**src/rtl/core/vds_pkg.sv**
```systemverilog
// vds_pkg: shared widths, reset values, register indexes and types for the
// speech decision smoother. No dependencies.
package vds_pkg;

    // field widths
    localparam int PROB_BITS       = 16;
    localparam int RUN_BITS        = 8;
    localparam int HANG_BITS       = 10;
    localparam int SIL_BITS        = 11;
    localparam int FRAME_OUT_BITS  = 32;
    localparam int CFG_INDEX_BITS  = 3;
    localparam int CFG_DATA_BITS   = 16;

    // default frame counter width
    localparam int FRAME_INDEX_BITS_DEF = 32;

    // register indexes
    localparam logic [CFG_INDEX_BITS-1:0] CFG_VOTE_THRESHOLD  = 3'd0;
    localparam logic [CFG_INDEX_BITS-1:0] CFG_ONSET_FRAMES    = 3'd1;
    localparam logic [CFG_INDEX_BITS-1:0] CFG_WARMUP_FRAMES   = 3'd2;
    localparam logic [CFG_INDEX_BITS-1:0] CFG_HANGOVER_FRAMES = 3'd3;
    localparam logic [CFG_INDEX_BITS-1:0] CFG_HANGOVER_ALT    = 3'd4;
    localparam logic [CFG_INDEX_BITS-1:0] CFG_RESUME_FRAMES   = 3'd5;
    localparam logic [CFG_INDEX_BITS-1:0] CFG_LANGUAGE_MODE   = 3'd6;

    // register reset values
    localparam logic [PROB_BITS-1:0] VOTE_THRESHOLD_RST  = 16'd26214;
    localparam logic [RUN_BITS-1:0]  ONSET_FRAMES_RST    = 8'd12;
    localparam logic [RUN_BITS-1:0]  WARMUP_FRAMES_RST   = 8'd12;
    localparam logic [HANG_BITS-1:0] HANGOVER_FRAMES_RST = 10'd50;
    localparam logic [HANG_BITS-1:0] HANGOVER_ALT_RST    = 10'd55;
    localparam logic [RUN_BITS-1:0]  RESUME_FRAMES_RST   = 8'd8;

    typedef struct packed {
        logic [PROB_BITS-1:0] vote_threshold;
        logic [RUN_BITS-1:0]  onset_frames;
        logic [RUN_BITS-1:0]  warmup_frames;
        logic [HANG_BITS-1:0] hangover_frames;
        logic [HANG_BITS-1:0] hangover_frames_alt;
        logic [RUN_BITS-1:0]  resume_frames;
        logic                 language_mode;
    } vds_cfg_t;

    typedef struct packed {
        logic                      speech_active;
        logic                      frame_vote;
        logic                      start_event;
        logic [FRAME_OUT_BITS-1:0] start_frame;
        logic                      end_event;
        logic [FRAME_OUT_BITS-1:0] end_frame;
    } vds_result_t;

endpackage

```
**src/rtl/core/vds_ifs.sv**
```systemverilog
// vds_ifs: valid/ready channel interfaces for probability items, result items
// and register writes. Depends on vds_pkg.
interface vds_prob_if
    import vds_pkg::*;
();
    logic                 valid;
    logic                 ready;
    logic [PROB_BITS-1:0] speech_probability;

    modport source (output valid, output speech_probability, input ready);
    modport sink   (input valid, input speech_probability, output ready);
endinterface

interface vds_result_if
    import vds_pkg::*;
();
    logic                      valid;
    logic                      ready;
    logic                      speech_active;
    logic                      frame_vote;
    logic                      start_event;
    logic [FRAME_OUT_BITS-1:0] start_frame;
    logic                      end_event;
    logic [FRAME_OUT_BITS-1:0] end_frame;

    modport source (output valid, output speech_active, output frame_vote,
                    output start_event, output start_frame, output end_event,
                    output end_frame, input ready);
    modport sink   (input valid, input speech_active, input frame_vote,
                    input start_event, input start_frame, input end_event,
                    input end_frame, output ready);
endinterface

interface vds_cfg_if
    import vds_pkg::*;
();
    logic                      valid;
    logic                      ready;
    logic [CFG_INDEX_BITS-1:0] index;
    logic [CFG_DATA_BITS-1:0]  data;

    modport source (output valid, output index, output data, input ready);
    modport sink   (input valid, input index, input data, output ready);
endinterface

```
**src/rtl/core/vds_cfg_regs.sv**
```systemverilog
// vds_cfg_regs: register file for the smoother settings, written over the
// configuration channel. Depends on vds_pkg and vds_cfg_if.
module vds_cfg_regs
    import vds_pkg::*;
(
    input  logic        clk,
    input  logic        rst_n,
    vds_cfg_if.sink     cfg,
    output vds_cfg_t    settings
);

    vds_cfg_t cfg_reg;
    logic     wr_en;

    // writes are always taken
    assign cfg.ready = 1'b1;
    assign wr_en     = cfg.valid;
    assign settings  = cfg_reg;

    // register writes, out-of-range index ignored
    always_ff @(posedge clk or negedge rst_n)
    begin
        if (!rst_n)
        begin
            cfg_reg.vote_threshold      <= VOTE_THRESHOLD_RST;
            cfg_reg.onset_frames        <= ONSET_FRAMES_RST;
            cfg_reg.warmup_frames       <= WARMUP_FRAMES_RST;
            cfg_reg.hangover_frames     <= HANGOVER_FRAMES_RST;
            cfg_reg.hangover_frames_alt <= HANGOVER_ALT_RST;
            cfg_reg.resume_frames       <= RESUME_FRAMES_RST;
            cfg_reg.language_mode       <= 1'b0;
        end
        else if (wr_en)
        begin
            case (cfg.index)
                CFG_VOTE_THRESHOLD:  cfg_reg.vote_threshold      <= cfg.data;
                CFG_ONSET_FRAMES:    cfg_reg.onset_frames        <= cfg.data[RUN_BITS-1:0];
                CFG_WARMUP_FRAMES:   cfg_reg.warmup_frames       <= cfg.data[RUN_BITS-1:0];
                CFG_HANGOVER_FRAMES: cfg_reg.hangover_frames     <= cfg.data[HANG_BITS-1:0];
                CFG_HANGOVER_ALT:    cfg_reg.hangover_frames_alt <= cfg.data[HANG_BITS-1:0];
                CFG_RESUME_FRAMES:   cfg_reg.resume_frames       <= cfg.data[RUN_BITS-1:0];
                CFG_LANGUAGE_MODE:   cfg_reg.language_mode       <= cfg.data[0];
                default:             ;
            endcase
        end
    end

endmodule

```
**src/rtl/core/vds_decision.sv**
```systemverilog
// vds_decision: per-frame smoothing state and the onset, hangover and resume
// rules; gives the result of the frame in the same cycle. Depends on vds_pkg.
module vds_decision
    import vds_pkg::*;
#(
    parameter int FRAME_INDEX_BITS = FRAME_INDEX_BITS_DEF
)
(
    input  logic                 clk,
    input  logic                 rst_n,
    input  logic                 step,
    input  logic [PROB_BITS-1:0] prob,
    input  vds_cfg_t             settings,
    output vds_result_t          result
);

    localparam int FB = FRAME_INDEX_BITS;

    logic [FB-1:0]       frame_count_reg, frame_count_next;
    logic [RUN_BITS-1:0] votes_seen_reg, votes_seen_next;
    logic                active_reg, active_next;
    logic                ending_reg, ending_next;
    logic [SIL_BITS-1:0] silence_run_reg, silence_run_next;
    logic [RUN_BITS-1:0] resume_run_reg, resume_run_next;
    logic [RUN_BITS-1:0] onset_run_reg, onset_run_next;

    logic                vote;
    logic [RUN_BITS-1:0] votes_inc;
    logic [SIL_BITS-1:0] silence_inc;
    logic [RUN_BITS-1:0] resume_inc;
    logic [RUN_BITS-1:0] onset_inc;
    logic [HANG_BITS-1:0] hang;
    logic                start_ev;
    logic                end_ev;
    logic [FB-1:0]       start_at;
    logic [FB-1:0]       end_at;
    logic [FB+FRAME_OUT_BITS-1:0] start_ext;
    logic [FB+FRAME_OUT_BITS-1:0] end_ext;

    // vote and saturating increments
    assign vote        = prob > settings.vote_threshold;
    assign votes_inc   = (&votes_seen_reg) ? votes_seen_reg : votes_seen_reg + 1'b1;
    assign silence_inc = (&silence_run_reg) ? silence_run_reg : silence_run_reg + 1'b1;
    assign resume_inc  = (&resume_run_reg) ? resume_run_reg : resume_run_reg + 1'b1;
    assign onset_inc   = (&onset_run_reg) ? onset_run_reg : onset_run_reg + 1'b1;
    assign hang        = settings.language_mode ? settings.hangover_frames_alt
                                                : settings.hangover_frames;

    // next state for one frame
    always_comb
    begin
        logic [SIL_BITS-1:0] sil_w;
        logic [RUN_BITS-1:0] res_w;
        logic [SIL_BITS:0]   limit;

        frame_count_next = frame_count_reg + 1'b1;
        votes_seen_next  = votes_inc;
        active_next      = active_reg;
        ending_next      = ending_reg;
        silence_run_next = silence_run_reg;
        resume_run_next  = resume_run_reg;
        onset_run_next   = onset_run_reg;
        start_ev         = 1'b0;
        end_ev           = 1'b0;
        start_at         = '0;
        end_at           = '0;
        sil_w            = silence_inc;
        res_w            = '0;
        limit            = '0;

        if (active_reg)
        begin
            if (ending_reg)
            begin
                // hangover: count silence, watch for a resume run
                if (vote)
                begin
                    res_w = resume_inc;
                    if (resume_inc >= settings.resume_frames)
                    begin
                        votes_seen_next = '0;
                        ending_next     = 1'b0;
                        sil_w           = '0;
                        res_w           = '0;
                    end
                end
                silence_run_next = sil_w;
                resume_run_next  = res_w;
                limit = {2'b00, hang} + {{(SIL_BITS+1-RUN_BITS){1'b0}}, res_w};
                if ({1'b0, sil_w} >= limit)
                begin
                    active_next      = 1'b0;
                    end_ev           = 1'b1;
                    end_at           = frame_count_next - {{(FB-SIL_BITS){1'b0}}, sil_w};
                    votes_seen_next  = '0;
                    ending_next      = 1'b0;
                    silence_run_next = '0;
                    onset_run_next   = '0;
                    resume_run_next  = '0;
                end
            end
            else if (!vote)
            begin
                ending_next      = 1'b1;
                silence_run_next = silence_inc;
            end
        end
        else if (votes_inc >= settings.warmup_frames)
        begin
            // onset counting once warmed up
            if (!vote)
            begin
                onset_run_next = '0;
            end
            else if (onset_inc >= settings.onset_frames)
            begin
                active_next    = 1'b1;
                onset_run_next = '0;
                start_ev       = 1'b1;
                start_at       = frame_count_next
                               - {{(FB-RUN_BITS){1'b0}}, settings.onset_frames};
            end
            else
            begin
                onset_run_next = onset_inc;
            end
        end
    end

    // frame indices to the fixed output width
    assign start_ext = {{FRAME_OUT_BITS{1'b0}}, start_at};
    assign end_ext   = {{FRAME_OUT_BITS{1'b0}}, end_at};

    assign result.speech_active = active_next;
    assign result.frame_vote    = vote;
    assign result.start_event   = start_ev;
    assign result.start_frame   = start_ext[FRAME_OUT_BITS-1:0];
    assign result.end_event     = end_ev;
    assign result.end_frame     = end_ext[FRAME_OUT_BITS-1:0];

    // state registers, updated once per processed frame
    always_ff @(posedge clk or negedge rst_n)
    begin
        if (!rst_n)
        begin
            frame_count_reg <= '0;
            votes_seen_reg  <= '0;
            active_reg      <= 1'b0;
            ending_reg      <= 1'b0;
            silence_run_reg <= '0;
            resume_run_reg  <= '0;
            onset_run_reg   <= '0;
        end
        else if (step)
        begin
            frame_count_reg <= frame_count_next;
            votes_seen_reg  <= votes_seen_next;
            active_reg      <= active_next;
            ending_reg      <= ending_next;
            silence_run_reg <= silence_run_next;
            resume_run_reg  <= resume_run_next;
            onset_run_reg   <= onset_run_next;
        end
    end

endmodule

```
**src/rtl/core/vad_decision_smoother_top.sv**
```systemverilog
// vad_decision_smoother_top: input register, decision logic and result
// register of the speech decision smoother.
// Depends on vds_pkg, vds_ifs, vds_cfg_regs and vds_decision.
//
// Usage:
//   prob   - one speech probability item per frame (unsigned Q0.16)
//   result - one result item per frame: smoothed state, raw vote, start and
//            end events with their frame indices (zero when no event)
//   cfg    - register writes (index, data), always ready; write only while
//            no item is in flight
// Timing: an accepted item is captured in the input register and moves into
// the result register once that register is free; while the receiver stalls
// a full result register, the item waits in the input register.
// Throughput: one item per cycle while the receiver takes results; the state
// update of a frame is combinational between the two registers.
// Reset clears the frame counter, the run counters and the flags, and loads
// the default register values. When the receiver stalls, the result register
// holds its item and the input register still takes one more item; after
// that ready drops until the result is taken.
module vad_decision_smoother_top
    import vds_pkg::*;
#(
    parameter int FRAME_INDEX_BITS = FRAME_INDEX_BITS_DEF
)
(
    input  logic          clk,
    input  logic          rst_n,
    vds_prob_if.sink      prob,
    vds_result_if.source  result,
    vds_cfg_if.sink       cfg
);

    vds_cfg_t             settings;
    vds_result_t          dec_result;
    vds_result_t          out_data_reg;
    logic                 s1_valid_reg, s1_valid_next;
    logic [PROB_BITS-1:0] s1_prob_reg;
    logic                 out_valid_reg, out_valid_next;
    logic                 out_free;
    logic                 s1_advance;
    logic                 in_fire;

    vds_cfg_regs u_cfg_regs (
        .clk      (clk),
        .rst_n    (rst_n),
        .cfg      (cfg),
        .settings (settings)
    );

    vds_decision #(
        .FRAME_INDEX_BITS (FRAME_INDEX_BITS)
    ) u_decision (
        .clk      (clk),
        .rst_n    (rst_n),
        .step     (s1_advance),
        .prob     (s1_prob_reg),
        .settings (settings),
        .result   (dec_result)
    );

    // handshake between the two register stages
    assign out_free       = !out_valid_reg || result.ready;
    assign s1_advance     = s1_valid_reg && out_free;
    assign prob.ready     = !s1_valid_reg || s1_advance;
    assign in_fire        = prob.valid && prob.ready;
    assign s1_valid_next  = in_fire || (s1_valid_reg && !s1_advance);
    assign out_valid_next = s1_advance || (out_valid_reg && !result.ready);

    // valid flags
    always_ff @(posedge clk or negedge rst_n)
    begin
        if (!rst_n)
        begin
            s1_valid_reg  <= 1'b0;
            out_valid_reg <= 1'b0;
        end
        else
        begin
            s1_valid_reg  <= s1_valid_next;
            out_valid_reg <= out_valid_next;
        end
    end

    // payload registers
    always_ff @(posedge clk)
    begin
        if (in_fire)
        begin
            s1_prob_reg <= prob.speech_probability;
        end
        if (s1_advance)
        begin
            out_data_reg <= dec_result;
        end
    end

    // result channel
    assign result.valid         = out_valid_reg;
    assign result.speech_active = out_data_reg.speech_active;
    assign result.frame_vote    = out_data_reg.frame_vote;
    assign result.start_event   = out_data_reg.start_event;
    assign result.start_frame   = out_data_reg.start_frame;
    assign result.end_event     = out_data_reg.end_event;
    assign result.end_frame     = out_data_reg.end_frame;

    // a frame never both starts and ends speech
    assert property (@(posedge clk) disable iff (!rst_n)
        out_valid_reg |-> !(out_data_reg.start_event && out_data_reg.end_event))
        else $error("start and end event on the same item");

    // events agree with the smoothed state
    assert property (@(posedge clk) disable iff (!rst_n)
        (out_valid_reg && out_data_reg.start_event) |-> out_data_reg.speech_active)
        else $error("start event without active speech");

    assert property (@(posedge clk) disable iff (!rst_n)
        (out_valid_reg && out_data_reg.end_event) |-> !out_data_reg.speech_active)
        else $error("end event with active speech");

    // a waiting input item is held until it moves on
    assert property (@(posedge clk) disable iff (!rst_n)
        (s1_valid_reg && !s1_advance) |=> (s1_valid_reg && $stable(s1_prob_reg)))
        else $error("input register lost a waiting item");

endmodule

```
**src/flat_wrapper.sv**
```systemverilog
// flat-port wrapper written by rule: the top's interface ports become plain ports
module vad_decision_smoother_top_flat import vds_pkg::*;
#(
    parameter int FRAME_INDEX_BITS = FRAME_INDEX_BITS_DEF
)
  (clk, rst_n, prob_valid, prob_speech_probability, prob_ready, result_valid, result_speech_active, result_frame_vote, result_start_event, result_start_frame, result_end_event, result_end_frame, result_ready, cfg_valid, cfg_index, cfg_data, cfg_ready);
  vds_prob_if prob_i ();
  vds_result_if result_i ();
  vds_cfg_if cfg_i ();
  input  logic clk;
  input  logic rst_n;
  input wire logic [$bits(prob_i.valid)-1:0] prob_valid;
  input wire logic [$bits(prob_i.speech_probability)-1:0] prob_speech_probability;
  output wire logic [$bits(prob_i.ready)-1:0] prob_ready;
  output wire logic [$bits(result_i.valid)-1:0] result_valid;
  output wire logic [$bits(result_i.speech_active)-1:0] result_speech_active;
  output wire logic [$bits(result_i.frame_vote)-1:0] result_frame_vote;
  output wire logic [$bits(result_i.start_event)-1:0] result_start_event;
  output wire logic [$bits(result_i.start_frame)-1:0] result_start_frame;
  output wire logic [$bits(result_i.end_event)-1:0] result_end_event;
  output wire logic [$bits(result_i.end_frame)-1:0] result_end_frame;
  input wire logic [$bits(result_i.ready)-1:0] result_ready;
  input wire logic [$bits(cfg_i.valid)-1:0] cfg_valid;
  input wire logic [$bits(cfg_i.index)-1:0] cfg_index;
  input wire logic [$bits(cfg_i.data)-1:0] cfg_data;
  output wire logic [$bits(cfg_i.ready)-1:0] cfg_ready;
  assign prob_i.valid = prob_valid;
  assign prob_i.speech_probability = prob_speech_probability;
  assign prob_ready = prob_i.ready;
  assign result_valid = result_i.valid;
  assign result_speech_active = result_i.speech_active;
  assign result_frame_vote = result_i.frame_vote;
  assign result_start_event = result_i.start_event;
  assign result_start_frame = result_i.start_frame;
  assign result_end_event = result_i.end_event;
  assign result_end_frame = result_i.end_frame;
  assign result_i.ready = result_ready;
  assign cfg_i.valid = cfg_valid;
  assign cfg_i.index = cfg_index;
  assign cfg_i.data = cfg_data;
  assign cfg_ready = cfg_i.ready;
  vad_decision_smoother_top #(.FRAME_INDEX_BITS(FRAME_INDEX_BITS)) u_core (.clk(clk), .rst_n(rst_n), .prob(prob_i), .result(result_i), .cfg(cfg_i));
endmodule
```
**config.mk**
```make
export PLATFORM = sky130hd
export DESIGN_NAME = vad_decision_smoother_top_flat
export DESIGN_NICKNAME = d
export VERILOG_FILES = /design/src/rtl/core/vds_pkg.sv /design/src/rtl/core/vds_ifs.sv /design/src/rtl/core/vds_cfg_regs.sv /design/src/rtl/core/vds_decision.sv /design/src/rtl/core/vad_decision_smoother_top.sv /design/src/flat_wrapper.sv
export SDC_FILE = /design/constraint.sdc
export NUM_CORES = 1
export LEC_CHECK = 0
export BUFFER_PORTS_ARGS = -buffer_cell sky130_fd_sc_hd__buf_2
export CAP_MARGIN = 20
export CORE_ASPECT_RATIO = 0.75
export CORE_MARGIN = 5
export CORE_UTILIZATION = 60
export CTS_CLUSTER_DIAMETER = 80
export DETAILED_ROUTE_END_ITERATION = 6
export HOLD_SLACK_MARGIN = 0.1
export PLACE_DENSITY = 0.8
export RECOVER_POWER = 25
export SLEW_MARGIN = 20
export SYNTH_ARGS = -nofsm -noshare
export SYNTH_HDL_FRONTEND = slang
export SYNTH_HIERARCHICAL = 1
export SYNTH_SLANG_ARGS = --single-unit
```
**constraint.sdc**
```tcl
create_clock -name clk -period 12.16 [get_ports clk]
set_clock_uncertainty 0.1 [all_clocks]
set_input_delay 2.432 -clock clk [delete_from_list [all_inputs] [get_ports clk]]
set_output_delay 2.432 -clock clk [all_outputs]
set_load 0.01 [all_outputs]
```
# Yosys cells after proc, flatten, opt, wreduce, memory -nomap -nowiden
# Cells that the tools add are included.
# W data, S select, Z words.
dict set report op_classes {
  n_addsub 8
  n_mul 0
  n_div 0
  magnitude_cmp 5
  eq_ne 9
  shifts 0
  muxes 40
  bitwise_logic 3
  n_reduce_logical 32
}
# op count
set op_table {}
lappend op_table {{$mux W8} 19}
lappend op_table {{$mux W11} 8}
lappend op_table {{$add A32 B1 Y32 const B} 1}
lappend op_table {{$sub A32 B11 Y32} 1}
lappend op_table {{$sub A32 B8 Y32} 1}
lappend op_table {{$add A8 B1 Y8 const B} 3}
lappend op_table {{$ge A8 B8 Y1} 3}
lappend op_table {{$reduce_and A8 Y1} 3}
lappend op_table {{$reduce_and A2 Y1} 9}
lappend op_table {{$gt A16 B16 Y1} 1}
lappend op_table {{$mux W1} 12}
lappend op_table {{$add A10 B8 Y11} 1}
lappend op_table {{$add A11 B1 Y11 const B} 1}
lappend op_table {{$ge A11 B11 Y1} 1}
lappend op_table {{$reduce_and A11 Y1} 1}
lappend op_table {{$mux W10} 1}
lappend op_table {{$eq A3 B3 Y1 const B} 3}
lappend op_table {{$reduce_and A3 Y1} 3}
lappend op_table {{$eq A3 B2 Y1 const B} 2}
lappend op_table {{$logic_and A1 B1 Y1} 4}
lappend op_table {{$logic_not A1 Y1} 4}
lappend op_table {{$logic_or A1 B1 Y1} 4}
lappend op_table {{$ne A2 B1 Y1 const B} 2}
lappend op_table {{$reduce_and A4 Y1} 1}
lappend op_table {{other kinds (6)} 8}
dict set report word_totals {
  regBits 216
  latch_bits 0
  ram_bits 0
  romBits 0
  input_bits 40
  output_inout_bits 71
  mem_count 0
}

# Longest topological paths before layout
dict set report logic_depth {
  ltp_word 12
  ltp_mapped 35
}

# Hierarchy
# Netlist, hierarchy kept.
# module instances cells_each area_per_inst_um2 seq_area_each_um2
set modules_own_cells {}
lappend modules_own_cells {vds_decision 1 1049 8293.0 1726.7}
lappend modules_own_cells {vad_decision_smoother_top 1 92 2626.3 2572.5}
lappend modules_own_cells {vds_cfg_regs 1 136 2362.3 1552.7}

# Least setup slack after synthesis
# Ideal clock, no wire load.
dict set report synth_timing {
  path_kind {reg-to-reg}
  startpoint {register u_core.u_decision.resume_run_reg[0]}
  endpoint {register u_core.u_decision.onset_run_reg[1]}
  setup_ps 121
  arrival_ps 6199
  t_required_ps 11939
  slack_ps 5740
  stages_incl_launch_ff 34
  path_cell_list {dfrtp_1 ha_1 and3_1 nand3_1 mux2i_1 inv_1 ha_1 a21o_1 a21oi_1 o211a_1 or2_2 clkbuf_1 nand3_1 nor2_1 ha_1 fa_1 a21oi_1 nor2_1 nor2_1 o21bai_1 a21oi_1 o21bai_1 a21oi_1 xnor2_1 ha_1 a21o_1 a21o_1 a21oi_1 nor2_1 a21oi_1 inv_1 o21ai_1 nor2b_1 a22o_1}
}
dict set report synth_between {
  elab_chain_cells 11
  word_cells_on_any_way 16
  classes_between {2 x add/sub; 2 x order compare; 1 x eq/ne; 9 x mux; 2 x reduce/logical}
}
# item line
set synth_lines {}
lappend synth_lines {{from (decl)} vds_decision.sv:24} ;# logic [RUN_BITS-1:0] resume_run_reg, resume_run_next;
lappend synth_lines {{from (signal assigned)} vds_decision.sv:161} ;# resume_run_reg <= resume_run_next;
lappend synth_lines {{$add A8 B1 Y8 or $reduce_and A8 Y1 (tied branches)} vds_decision.sv:44} ;# assign resume_inc = (&resume_run_reg) ? resume_run_reg : resume_run_reg + 1'b1;
lappend synth_lines {{$mux W8 *} vds_decision.sv:44}
lappend synth_lines {{$ge A8 B8 Y1} vds_decision.sv:79} ;# if (resume_inc >= settings.resume_frames)
lappend synth_lines {{$mux W8} vds_decision.sv:79}
lappend synth_lines {{$mux W8} vds_decision.sv:76} ;# if (vote)
lappend synth_lines {{$mux W8} vds_decision.sv:73} ;# if (ending_reg)
lappend synth_lines {{$mux W8} vds_decision.sv:71} ;# if (active_reg)
lappend synth_lines {{$add A10 B8 Y11} vds_decision.sv:89} ;# limit = {2'b00, hang} + {{(SIL_BITS+1-RUN_BITS){1'b0}}, res_w};
lappend synth_lines {{$ge A11 B11 Y1 *} vds_decision.sv:90} ;# if ({1'b0, sil_w} >= limit)
lappend synth_lines {{$ne A2 B1 Y1 (no line) *} -}
lappend synth_lines {{$reduce_and A4 Y1 (no line) *} -}
lappend synth_lines {{to (signal assigned)} vds_decision.sv:162} ;# onset_run_reg <= onset_run_next;
lappend synth_lines {{to (decl)} vds_decision.sv:25} ;# logic [RUN_BITS-1:0] onset_run_reg, onset_run_next;
# Mark *: on every way between the ends. The rest lies on a longest branch, timed or not. The select of a mux whose other input is x is not followed.
# A chain may end at the register's enable or synchronous reset.

# Final worst setup path
dict set report layout_timing {
  startpoint {register u_core.u_decision.resume_run_reg[0]}
  endpoint {register u_core.u_decision.onset_run_reg[4]}
}
# Same word-level chain as after synthesis.

==> impl_metrics.env <==
export IMPL_synthTopCellsByCount="dfrtp_1 (111), nor2_1 (100), edfxtp_1 (84)"
export IMPL_hold_buffers=0
export IMPL_finalSetupTns_ns=0
export IMPL_max_stage_delay_ns=0.55
export IMPL_synth_area_leaders="dfrtp_1 (21%), edfxtp_1 (19%), ha_1 (7.8%)"
export IMPL_p_leak_nw=6.55
export IMPL_grt_pass1_wl_um=51000
export IMPL_vias=10100
export IMPL_cts_made_buffers=24
export IMPL_clk_latency_ns=0.52
export IMPL_synth_most_common_cell="dfrtp_1"
export IMPL_syn_nets=1403
export IMPL_drt_iter0_drc=939
export IMPL_synth_seq_area_share_pct=44.1
export IMPL_grt_usage_pct=24.6
export IMPL_htreeDepth=1
export IMPL_rows=47
export IMPL_syn2layout_area_growth_pct=11.4
export IMPL_dp_cells=1637
export IMPL_relSlewSlack_pct=-142
export IMPL_synth_largest_area_cell="dfrtp_1"
export IMPL_cts_sinks=216
export IMPL_grt_pass1_vias=9574
export IMPL_die_h_um=139
export IMPL_pin_count=111
export IMPL_worst_pin_slew_ns=3.62
export IMPL_start_util_pct=60.5
export IMPL_rsz0062_at_grt="no"
export IMPL_core_um2=21900
export IMPL_die_w_um=182
export IMPL_yosysTopAreaCellShare_pct=20.9
export IMPL_numPortBuffers=109
export IMPL_hpwl_um=23000
export IMPL_status="finished, violations left"
export IMPL_ant_nets=0
export IMPL_fin_crit_ns=7.57
export IMPL_fin_util_pct=67.4
export IMPL_fmax_mhz=132
export IMPL_fin_cells=1682
export IMPL_synth_edf_count=84
export IMPL_overflow=0
export IMPL_arrival_ns=7.87
export IMPL_final_max_slew_viol_count=68
export IMPL_cp_top_family="compound AO/OA/AOI/OAI gates"
export IMPL_ys_ff_latch=216
export IMPL_syn_instance_count=1277
export IMPL_fin_hold_ws_ns=0.390
export IMPL_path_max_fanout=31
export IMPL_synth_distinct_cells=88
export IMPL_drcViolationCount=0
export IMPL_crit_path_end_kind="register"
export IMPL_gp_congestion=0.916
export IMPL_post_cts_buffers=0
export IMPL_async_reset_ff_share_pct=61.1
export IMPL_hp_class="register to register"
export IMPL_crit_buf_inv=3
export IMPL_num_antenna_cells=0
export IMPL_maxCapViolations=1
export IMPL_grt_max_degree=68
export IMPL_finalCritPeriodShare_pct=62.2
export IMPL_drt_total_wl_um=31700
export IMPL_vias_per_cell=6.03
export IMPL_hold_viol_final=0
export IMPL_fillers=1681
export IMPL_synth_area_um2=13300
export IMPL_syn_area_per_cell_um2=10.4
export IMPL_dr_pass1_iters=5
export IMPL_power_density_nw_per_um2=174
export IMPL_crit_type="register to register"
export IMPL_drive_above_1_share_pct=20.7
export IMPL_cp_required_ns=12.46
export IMPL_cts_resized=0
export IMPL_antenna_found_initial=0
export IMPL_violations="capacitance limit, slew limit"
export IMPL_vdd_drop_max_v=0.000122
export IMPL_cp_slowest_cell="o21ai_1"
export IMPL_clockBufferDepth=3
export IMPL_setup_viol=0
export IMPL_dieArea_um2=25200
export IMPL_clkTransAtPathRegs_ns=0.06
export IMPL_nets=1496
export IMPL_largest_reg_flops=61
export IMPL_tritoncts="built"
export IMPL_yosys_most_used_dff="dfrtp_1"
export IMPL_ys_warn_count=6
export IMPL_clockRootBuffer="clkbuf_16"
export IMPL_wl_per_cell_um=18.8
export IMPL_start_kind="register"
worst reg2reg max path: cells and delay by family (launching register included):
kind                     cells  cell delay, ns
AND/OR/NAND/NOR             11            1.99
adder cells (fa/ha/maj)      5            1.42
AO/OA/AOI/OAI               13            2.45
flip-flops                   1            0.42
XOR/XNOR                     2            0.44
buffers and inverters        3            0.66
logic make-up (layout without fill, tap and decap cells):
family	after synthesis	count (layout)	share of synthesized area, %
adder cells (fa/ha/maj)	86	86	8.27
AND/OR/NAND/NOR	438	438	17.9
multiplexers	81	81	6.78
buffers and inverters	129	240	4.15
AO/OA/AOI/OAI	200	200	10.5
XOR/XNOR	126	126	8.31
flip-flops	216	216	44.1
other	1	1	0.0282
per-stage QoR:
step / power, mW / instance area (um^2) / worst slack, ns
4_1_cts: 2.57 / 14800 / 4.72
5_1_grt: 2.73 / 14800 / 4.15
3_3_place_gp: 1.79 / 14000 / 4.99
2_1_floorplan: 1.60 / 13300 / 5.74
3_5_place_dp: 1.83 / 14000 / 4.75
6_report: 2.57 / 14800 / 4.59
area by class of cell:
type	instances	area (um^2)	area share [%]
Multi-Input combinational cell	932	6860	46.4
Tap cell	294	368	2.49
Clock inverter	17	195	1.32
Inverter	75	282	1.90
Clock buffer	27	612	4.14
Sequential cell	216	5850	39.6
Timing Repair Buffer	121	622	4.20
layout by cell type (no fill, tap or decap), drive strengths merged, types with 20 or more instances in the layout:
cell type / synthesis / routed
xor2: 43 / 43
nand4: 38 / 38
inv: 74 / 77
nor3: 27 / 27
nand3: 49 / 49
dfrtp: 111 / 111
nor2: 101 / 101
edfxtp: 84 / 84
and3: 20 / 20
clkbuf: 25 / 32
nand2b: 20 / 20
ha: 83 / 83
xnor2: 83 / 83
a21oi: 45 / 45
o21ai: 42 / 42
nand2: 84 / 84
dfstp: 21 / 21
mux2: 72 / 72
buf: 29 / 116
report_power, final:
group | switching, mW | leakage [nW] | internal [mW]
sequential | 0.0963 | 2.44 | 0.877
combinational | 0.485 | 3.72 | 0.373
clock | 0.305 | 0.390 | 0.432
per-layer routing:
metal  share of wire (%)  up-vias  GRT usage [%]
li1                    -     4771              -
met5                   0        -              0
met2                  42      435           34.8
met3                 8.6       45           4.14
met4                 2.0        0           5.25
met1                  48     4889           39.7
worst paths after layout:
kind	from	slack (ns)	to	cells past startpoint
setup / recovery	u_core/u_decision/resume_run_reg[0]	4.59	u_core/u_decision/onset_run_reg[4]	34
hold / removal	u_core/u_decision/frame_count_reg[31]	0.39	u_core/u_decision/frame_count_reg[31]	1
setup reg to reg	u_core/u_decision/resume_run_reg[0]	4.59	u_core/u_decision/onset_run_reg[4]	34
hold reg to reg	u_core/u_decision/frame_count_reg[31]	0.39	u_core/u_decision/frame_count_reg[31]	1
max in group asynchronous	rst_n	6.58	u_core/u_decision/frame_count_reg[15]	2
min in group asynchronous	rst_n	3.05	u_core/u_decision/onset_run_reg[0]	1
Power figures use the tool's default switching activity.
